[config.mk]
export PLATFORM = sky130hd
export DESIGN_NAME = sorted_priority_queue_top
export DESIGN_NICKNAME = d
export VERILOG_FILES = /design/src/hdl/spq_pkg.sv /design/src/hdl/spq_ctrl.sv /design/src/hdl/spq_datapath.sv /design/src/hdl/sorted_priority_queue_top.sv
export SDC_FILE = /design/constraint.sdc
export NUM_CORES = 2
export LEC_CHECK = 0
export BUFFER_PORTS_ARGS = -buffer_cell sky130_fd_sc_hd__clkbuf_2
export CORE_MARGIN = 1
export CORE_UTILIZATION = 33
export DETAILED_ROUTE_END_ITERATION = 10
export SLEW_MARGIN = 20
export SYNTH_ARGS = -nofsm -noshare
export SYNTH_HDL_FRONTEND = slang
export SYNTH_SLANG_ARGS = --single-unit
[constraint.sdc]
create_clock -name i_clk -period 6.14 [get_ports i_clk]
set_input_delay 0.307 -clock i_clk [delete_from_list [all_inputs] [get_ports i_clk]]
set_output_delay 0.307 -clock i_clk [all_outputs]
set_load 0.02 [all_outputs]
[src/hdl/spq_pkg.sv]
// Package for the sorted priority queue: sizes, operation and status codes,
// controller states and the command struct. No dependencies.
`default_nettype none

package spq_pkg;

    // Number of cells in the sorted chain.
    localparam int CAPACITY   = 16;
    // Width of the data word held in a cell.
    localparam int DATA_WIDTH = 32;

    // Widths of the ports and of the stored fields.
    localparam int PORT_DATA_W = 32;
    localparam int PRIO_W      = 32;
    localparam int COUNT_W     = 5;
    localparam int STORE_W     = (DATA_WIDTH < PORT_DATA_W) ? DATA_WIDTH : PORT_DATA_W;
    localparam int FILL_W      = $clog2(CAPACITY + 1);

    // Request codes; the fourth code is unused and answers not found.
    typedef enum logic [1:0] {
        OP_INSERT = 2'd0,
        OP_REMOVE = 2'd1,
        OP_SEARCH = 2'd2
    } t_spq_op;

    // Result status codes.
    typedef enum logic [1:0] {
        ST_OK        = 2'd0,
        ST_EMPTY     = 2'd1,
        ST_NOT_FOUND = 2'd2,
        ST_FULL      = 2'd3
    } t_spq_status;

    // Controller states.
    typedef enum logic {
        S_IDLE  = 1'b0,
        S_APPLY = 1'b1
    } t_spq_state;

    // Commands from the controller to the datapath.
    typedef struct packed {
        logic capture;  // latch the request and the per-cell compare flags
        logic commit;   // update the cells and load the result registers
    } t_spq_cmd;

endpackage

`default_nettype wire

[src/hdl/spq_ctrl.sv]
// Controller for the sorted priority queue: request handshake, the
// two-state sequencer and the result valid flag. Depends on spq_pkg.
`default_nettype none

module spq_ctrl
    import spq_pkg::*;
(
    input  wire logic     i_clk,
    input  wire logic     i_rst_n,
    input  wire logic     i_req_valid,
    input  wire logic     i_res_ready,
    output logic          o_req_ready,
    output logic          o_res_valid,
    output t_spq_cmd      o_cmd
);

    t_spq_state r_state;
    t_spq_state n_state;
    logic       r_res_valid;
    logic       n_res_valid;

    // State and result flag registers.
    always_ff @(posedge i_clk) begin
        if (!i_rst_n) begin
            r_state     <= S_IDLE;
            r_res_valid <= 1'b0;
        end else begin
            r_state     <= n_state;
            r_res_valid <= n_res_valid;
        end
    end

    // Next state and commands. A result may only be loaded when the result
    // register is empty or is being emptied in this cycle.
    always_comb begin
        n_state       = r_state;
        n_res_valid   = r_res_valid;
        o_cmd.capture = 1'b0;
        o_cmd.commit  = 1'b0;
        o_req_ready   = 1'b0;

        if (r_res_valid && i_res_ready) begin
            n_res_valid = 1'b0;
        end

        case (r_state)
            S_IDLE: begin
                o_req_ready = 1'b1;
                if (i_req_valid) begin
                    o_cmd.capture = 1'b1;
                    n_state       = S_APPLY;
                end
            end
            S_APPLY: begin
                if (!r_res_valid || i_res_ready) begin
                    o_cmd.commit = 1'b1;
                    n_res_valid  = 1'b1;
                    n_state      = S_IDLE;
                end
            end
            default: begin
                n_state = S_IDLE;
            end
        endcase
    end

    assign o_res_valid = r_res_valid;

endmodule

`default_nettype wire

[src/hdl/spq_datapath.sv]
// Datapath for the sorted priority queue: the chain of sorted cells, the
// per-cell compare flags, the fill count and the result registers.
// Depends on spq_pkg.
`default_nettype none

module spq_datapath
    import spq_pkg::*;
(
    input  wire logic                     i_clk,
    input  wire logic                     i_rst_n,
    input  wire t_spq_cmd                 i_cmd,
    input  wire logic [1:0]               i_req_type,
    input  wire logic [PORT_DATA_W-1:0]   i_data_in,
    input  wire logic signed [PRIO_W-1:0] i_prio_in,
    output logic [1:0]                    o_status,
    output logic [PORT_DATA_W-1:0]        o_data_out,
    output logic [COUNT_W-1:0]            o_entry_count
);

    // Cell contents, kept in ascending priority order from cell zero.
    logic        [STORE_W-1:0] r_cell_data [CAPACITY];
    logic signed [PRIO_W-1:0]  r_cell_prio [CAPACITY];
    logic        [FILL_W-1:0]  r_fill;
    logic        [FILL_W-1:0]  n_fill;

    // Latched request.
    logic [1:0]                r_op;
    logic [STORE_W-1:0]        r_din;
    logic signed [PRIO_W-1:0]  r_pin;

    // Per-cell flags, computed at acceptance and registered.
    logic [CAPACITY-1:0] c_place, c_ge, c_eq, c_first, c_hit;
    logic [CAPACITY-1:0] r_place, r_ge, r_first, r_hit;
    logic [STORE_W-1:0]  c_din;

    // Result registers.
    logic [1:0]             r_status;
    logic [STORE_W-1:0]     r_dout;
    logic [COUNT_W-1:0]     r_count;

    // Decisions taken in the commit cycle.
    logic               w_full;
    logic               w_found;
    logic               w_hit;
    logic               w_do_ins;
    logic               w_do_rem;
    logic [STORE_W-1:0] w_sel_data;
    logic [1:0]         w_status;

    assign c_din = i_data_in[STORE_W-1:0];

    genvar k;
    generate
        for (k = 0; k < CAPACITY; k++) begin : g_cell
            logic               w_valid;
            logic               w_prev_place;
            logic [STORE_W-1:0] w_prev_data;
            logic [PRIO_W-1:0]  w_prev_prio;
            logic [STORE_W-1:0] w_next_data;
            logic [PRIO_W-1:0]  w_next_prio;
            logic               w_has_next;
            logic [STORE_W-1:0] n_data;
            logic [PRIO_W-1:0]  n_prio;

            // A cell holds an entry when it lies below the fill count.
            assign w_valid = (FILL_W'(k) < r_fill);

            // Compare flags against the incoming request. Since the chain is
            // sorted, equal priorities form one contiguous run.
            assign c_place[k] = !(w_valid && (r_cell_prio[k] <= i_prio_in));
            assign c_ge[k]    = w_valid && (r_cell_prio[k] >= i_prio_in);
            assign c_eq[k]    = w_valid && (r_cell_prio[k] == i_prio_in);
            assign c_hit[k]   = c_eq[k] && (r_cell_data[k] == c_din);

            // Neighbor taps for shifting.
            if (k == 0) begin : g_head
                assign c_first[k]   = c_eq[k];
                assign w_prev_place = 1'b0;
                assign w_prev_data  = r_cell_data[k];
                assign w_prev_prio  = r_cell_prio[k];
            end else begin : g_body
                assign c_first[k]   = c_eq[k] && !c_eq[k-1];
                assign w_prev_place = r_place[k-1];
                assign w_prev_data  = r_cell_data[k-1];
                assign w_prev_prio  = r_cell_prio[k-1];
            end

            if (k == CAPACITY - 1) begin : g_tail
                assign w_has_next  = 1'b0;
                assign w_next_data = r_cell_data[k];
                assign w_next_prio = r_cell_prio[k];
            end else begin : g_inner
                assign w_has_next  = 1'b1;
                assign w_next_data = r_cell_data[k+1];
                assign w_next_prio = r_cell_prio[k+1];
            end

            // Insert shifts the cells at and after the insertion point one
            // place back; remove pulls the cells after the match forward.
            always_comb begin
                n_data = r_cell_data[k];
                n_prio = r_cell_prio[k];
                if (w_do_ins) begin
                    if (w_prev_place) begin
                        n_data = w_prev_data;
                        n_prio = w_prev_prio;
                    end else if (r_place[k]) begin
                        n_data = r_din;
                        n_prio = r_pin;
                    end
                end else if (w_do_rem) begin
                    if (r_ge[k] && w_has_next) begin
                        n_data = w_next_data;
                        n_prio = w_next_prio;
                    end
                end
            end

            always_ff @(posedge i_clk) begin
                if (i_cmd.commit) begin
                    r_cell_data[k] <= n_data;
                    r_cell_prio[k] <= n_prio;
                end
            end
        end
    endgenerate

    // Latch the request and its compare flags on transfer.
    always_ff @(posedge i_clk) begin
        if (i_cmd.capture) begin
            r_op    <= i_req_type;
            r_din   <= c_din;
            r_pin   <= i_prio_in;
            r_place <= c_place;
            r_ge    <= c_ge;
            r_first <= c_first;
            r_hit   <= c_hit;
        end
    end

    // Data of the first matching cell, selected by its one-hot flag.
    always_comb begin
        w_sel_data = '0;
        for (int j = 0; j < CAPACITY; j++) begin
            w_sel_data = w_sel_data | (r_cell_data[j] & {STORE_W{r_first[j]}});
        end
    end

    assign w_full   = (r_fill == FILL_W'(CAPACITY));
    assign w_found  = |r_first;
    assign w_hit    = |r_hit;
    assign w_do_ins = (r_op == OP_INSERT) && !w_full;
    assign w_do_rem = (r_op == OP_REMOVE) && w_found;

    // Status and new fill count of the operation.
    always_comb begin
        w_status = ST_NOT_FOUND;
        n_fill   = r_fill;
        case (t_spq_op'(r_op))
            OP_INSERT: begin
                if (w_full) begin
                    w_status = ST_FULL;
                end else begin
                    w_status = ST_OK;
                    n_fill   = r_fill + 1'b1;
                end
            end
            OP_REMOVE: begin
                if (r_fill == '0) begin
                    w_status = ST_EMPTY;
                end else if (w_found) begin
                    w_status = ST_OK;
                    n_fill   = r_fill - 1'b1;
                end else begin
                    w_status = ST_NOT_FOUND;
                end
            end
            OP_SEARCH: begin
                w_status = w_hit ? ST_OK : ST_NOT_FOUND;
            end
            default: begin
                w_status = ST_NOT_FOUND;
            end
        endcase
    end

    // Fill count.
    always_ff @(posedge i_clk) begin
        if (!i_rst_n) begin
            r_fill <= '0;
        end else if (i_cmd.commit) begin
            r_fill <= n_fill;
        end
    end

    // Result registers.
    always_ff @(posedge i_clk) begin
        if (i_cmd.commit) begin
            r_status <= w_status;
            r_dout   <= w_do_rem ? w_sel_data : '0;
            r_count  <= COUNT_W'(n_fill);
        end
    end

    assign o_status      = r_status;
    assign o_data_out    = PORT_DATA_W'(r_dout);
    assign o_entry_count = r_count;

endmodule

`default_nettype wire

[src/hdl/sorted_priority_queue_top.sv]
// Top level of the sorted priority queue: joins the controller and the
// datapath. Depends on spq_pkg, spq_ctrl and spq_datapath.
//
// The queue holds up to CAPACITY entries in a chain of cells sorted by signed
// priority, front first; equal priorities keep arrival order. Each operation
// (insert, remove by priority, search by data and priority) runs as follows:
// on the request transfer every cell compares itself with the request and the
// flags are registered; then, once the result register is free or is being
// emptied, the chain shifts in one step and the result register is loaded.
// One operation is in work at a time, so no new request is taken until the
// current one commits; a finished result may wait in its register while the
// next request is accepted. In the datapath, reset only clears the fill count.
`default_nettype none

module sorted_priority_queue_top
    import spq_pkg::*;
(
    input  wire logic                     i_clk,
    input  wire logic                     i_rst_n,
    input  wire logic                     i_valid,
    output logic                          o_ready,
    input  wire logic [1:0]               i_req_type,
    input  wire logic [PORT_DATA_W-1:0]   i_data_in,
    input  wire logic signed [PRIO_W-1:0] i_prio_in,
    output logic                          o_valid,
    input  wire logic                     i_ready,
    output logic [1:0]                    o_status,
    output logic [PORT_DATA_W-1:0]        o_data_out,
    output logic [COUNT_W-1:0]            o_entry_count
);

    t_spq_cmd w_cmd;

    // Sequencer and handshakes.
    spq_ctrl u_ctrl (
        .i_clk       (i_clk),
        .i_rst_n     (i_rst_n),
        .i_req_valid (i_valid),
        .i_res_ready (i_ready),
        .o_req_ready (o_ready),
        .o_res_valid (o_valid),
        .o_cmd       (w_cmd)
    );

    // Sorted cells and result registers.
    spq_datapath u_datapath (
        .i_clk         (i_clk),
        .i_rst_n       (i_rst_n),
        .i_cmd         (w_cmd),
        .i_req_type    (i_req_type),
        .i_data_in     (i_data_in),
        .i_prio_in     (i_prio_in),
        .o_status      (o_status),
        .o_data_out    (o_data_out),
        .o_entry_count (o_entry_count)
    );

endmodule

`default_nettype wire

==> impl_metrics.tcl <==
set metrics [dict create \
    number_of_global_route_vias_before_repair 59575 \
    hold_path_class "in2reg" \
    drv.max_cap_violation_count 0 \
    finalCriticalPeriod_ns 4.22 \
    drive_above_1_share_pct 7.43 \
    run_status "finished clean" \
    antenna_violating_nets_post_route 0 \
    power_leakage_nw 37.8 \
    ff2ff_setup_slack_ns 1.92 \
    fin_area_mm2 0.0857 \
    crit_path_start_kind "flop" \
    critPathBufInv 2 \
    detailedRoute.firstIterationViolations 9613 \
    clock_skew_ns 0.0561 \
    wl_met1_mm 132 \
    synth_nets 7900 \
    cpPeakStageDelay_ns 0.92 \
    die_h_um 486 \
    core_region_area_mm2 0.233 \
    detail_route.first_pass.iterations 6 \
    grt_max_degree 276 \
    crit_path_end_kind "flop" \
    dp_slack_ns 2.13 \
    die_width_um 486 \
    tritoncts "built" \
    synthToLayoutAreaGrowth_pct 10.7 \
    antenna_found_initial 21 \
    finish.utilization_pct 36.8 \
    critical_path_peak_fanout 44 \
    final_nets 7788 \
    crit_slowest_cell "sky130_fd_sc_hd__buf_4" \
    synth_enable_flop_cells 1192 \
    tritoncts.num_buffers 144 \
    slew_violations 0 \
    finalSetupTns_ns 0 \
    cts_htree_levels 4 \
    min_delay_path_depth 1 \
    setup_viol 0 \
    power.ir.vdd_worst_mv 0.238 \
    timing.slew.headroom_pct 12.0 \
    grt-ovfl-total 0 \
    totalWireLength_mm 335 \
    setup_slack_ns 1.92 \
    rr_endpoint "u_datapath.r_cell_data[0][51]" \
    clockRootBuffer "sky130_fd_sc_hd__clkbuf_16" \
    ys.warnings.count 0 \
    worstRegToRegCells 9 \
    timing.critical_path.required_ns 6.53 \
    cts.clk_slew.worst_paths_ns 0.06 \
    post-route-period-util_pct 68.7 \
    netlist-cell-type-count 79 \
    route.detailed.drc 0 \
    timing.rr.start "u_datapath.r_first[1]" \
    seq_area_frac_synth_pct 46.4 \
    cts_setup_buffers 0 \
    cp_cell_sequence "buf_4, nor4_1, nand4_1, nand2_1, or2_2, nand2_1, nand2_1, nor3_2, buf_4" \
    route.met3.wl_mm 33.0 \
    pin_count 111 \
    ys_seq_elements 1199 \
    wire_length_of_the_first_global_routing_pass_mm 466 \
    drt-wirelength-per-cell_um 32.0 \
    tritoncts_num_sinks 1199 \
    placement.cell_area_mm2 0.0808 \
    worstMarginPinSlew_ns 1.31 \
    viasPerCell 6.05 \
    synthesis.area_mm2 0.0774 \
    finalPower_w 0.0207 \
    post-dp-hpwl_mm 234 \
    syn_inst 7315 \
    grt.total_usage_pct 27.5 \
    critPathMostFrequentCell "sky130_fd_sc_hd__nand2_1" \
    die_area_mm2 0.237 \
    arrival_worst_endpoint_ns 4.61 \
    clock_latency_ns 0.83 \
    place.gp.congestion 1.08 \
    floorplan.rows 177 \
    total_via_count_after_detailed_routing 63184 \
    worst_hold_startpoint "i_data_in[11]" \
    ys_dominant_reg_cell "sky130_fd_sc_hd__edfxtp_1" \
    p_per_cell_area_mw_per_mm2 242 \
    start_to_end_type_of_the_worst_setup_path "reg2reg" \
    fill_cells 22992 \
    grt_setup_unrepaired "no" \
    io_buffer_count 110 \
    start_util_pct 33.2 \
    ys_async_sr_fraction_pct 0 \
    clockBufferDepth 3 \
    top_signal_layer_used "met5" \
    hold-path-endpoint "u_datapath.r_din[11]" \
    postSynthAreaPerCell_um2 10.6 \
    achievable-frequency_mhz 237 \
    met2_length_mm 148 \
    finalHoldViolations 0 \
    family_with_the_most_delay_on_the_worst_path "simple AND/OR/NAND/NOR gates" \
]
-- routing by layer --
layer	GRT usage [%]	vias up
li1	-	27093
met1	35.2	31391
met2	42.4	3841
met3	6.63	841
met4	15.2	18
met5	0	-
-- worst max-delay path by stage --
| stage | to | cells after the start | slack (ns) | start |
|---|---|---|---|---|
| 6_report | u_datapath.r_cell_data[0][51] | 9 | 1.92 | u_datapath.r_first[1] |
| 3_5_place_dp | u_datapath.r_cell_data[0][56] | 9 | 2.13 | u_datapath.r_first[13] |
| 4_1_cts | u_datapath.r_cell_data[0][55] | 9 | 2.09 | u_datapath.r_first[13] |
| 2_1_floorplan | u_datapath.r_cell_data[0][128] | 10 | -0.59 | u_datapath.r_fill[1] |
| 5_1_grt | u_datapath.r_cell_data[0][37] | 9 | 1.92 | u_datapath.r_first[11] |
| 3_3_place_gp | u_datapath.r_hit[3] | 8 | 1.86 | i_prio_in[31] |
-- cell type report --
type | count | area [um2] | share of cell area, %
diodes | 6 | 15.0 | 0.0175
clock inverters | 81 | 768 | 0.896
inverters | 73 | 274 | 0.320
multi-input cells | 5504 | 39100 | 45.6
flip-flops and latches | 1199 | 35900 | 41.9
clock buffers | 175 | 3740 | 4.36
repair buffers | 281 | 2030 | 2.37
well taps | 3132 | 3920 | 4.57
-- flip-flops by register name, summed over array words and instances, names as in the netlist, 5 cells and up --
register                  cells
u_datapath.r_hit             16
u_datapath.r_fill             5
u_datapath.r_pin             32
u_datapath.o_entry_count      5
u_datapath.r_cell_prio      512
u_datapath.r_first           16
u_datapath.o_data_out        32
u_datapath.r_place           16
u_datapath.r_cell_data      512
u_datapath.r_din             32
u_datapath.r_ge              15
-- where the power goes --
group          internal (W)  switching (W)  total (W)  leakage, nW
Clock               0.00470        0.00377    0.00848         2.17
Combinational      0.000767        0.00177    0.00254         24.7
Sequential          0.00933       0.000399    0.00973         11.0
-- cell families after synthesis --
group | share of synthesized area (%)
AOI/OAI and AO/OA | 12.8
xor gates and xnor gates | 5.86
adders and majority gates | 8.32
buffers and inverters | 3.36
DFF | 46.4
muxes | 12.6
and+or+nand+nor | 10.6
-- stage by stage --
stage          instances  hold WS, ns
2_1_floorplan       7315        0.406
3_3_place_gp       10149        0.503
3_5_place_dp       10151        0.503
4_1_cts            10445       0.0645
5_1_grt            10448        0.118
6_report           10451        0.110
-- cells in the mapped netlist, drive strengths merged, types with 5 or more instances --
cell | instances | area share, %
a2111oi | 8 | 0.090
a211o | 5 | 0.057
a211oi | 21 | 0.20
a21boi | 9 | 0.087
a21o | 80 | 0.78
a21oi | 171 | 1.1
a221o | 5 | 0.065
a221oi | 104 | 1.2
a22o | 96 | 1.1
a22oi | 64 | 0.62
a311oi | 6 | 0.076
a31oi | 40 | 0.32
and2 | 9 | 0.073
and3 | 40 | 0.32
and4 | 9 | 0.10
buf | 172 | 1.2
clkbuf | 367 | 1.8
dfxtp | 7 | 0.18
edfxtp | 1192 | 46
ha | 515 | 8.3
inv | 72 | 0.35
mux2 | 67 | 0.97
mux2i | 900 | 12
nand2 | 1203 | 5.8
nand2b | 12 | 0.097
nand3 | 48 | 0.31
nand4 | 154 | 1.2
nor2 | 89 | 0.44
nor2b | 39 | 0.32
nor3 | 79 | 0.51
nor4 | 134 | 1.1
o211ai | 26 | 0.25
o21a | 21 | 0.20
o21ai | 958 | 6.2
o221ai | 6 | 0.068
o31ai | 14 | 0.14
or3 | 6 | 0.048
xnor2 | 69 | 0.78
xor2 | 449 | 5.1
-- worst reg2reg max path, cell delays in order (launching register included) --
cell                       delay, ns
sky130_fd_sc_hd__edfxtp_1       0.33
sky130_fd_sc_hd__buf_4          0.57
sky130_fd_sc_hd__nor4_1         0.16
sky130_fd_sc_hd__nand4_1        0.31
sky130_fd_sc_hd__nand2_1        0.10
sky130_fd_sc_hd__or2_2          0.31
sky130_fd_sc_hd__nand2_1        0.09
sky130_fd_sc_hd__nand2_1        0.54
sky130_fd_sc_hd__nor3_2         0.40
sky130_fd_sc_hd__buf_4          0.92
-- cell usage in the layout, fill, tap and decap left out, drive strengths merged, types with 48 or more instances in the layout --
cell,n
a22oi,64
mux2i,900
nor3,79
nand4,154
mux2,67
a22o,96
xor2,449
inv,80
nand3,48
edfxtp,1192
nor2,89
nand2,1203
xnor2,69
o21ai,958
a21oi,171
a21o,80
ha,515
nor4,134
a221oi,104
clkbuf,285
buf,133
clkinv,61
-- repair_timing --
item                                   in CTS  in global routing
endpoints found under the hold margin      40                  0
hold buffers                               38                  0
resized for setup                           0                  0
Note: power is estimated with default switching activity, not from simulation.
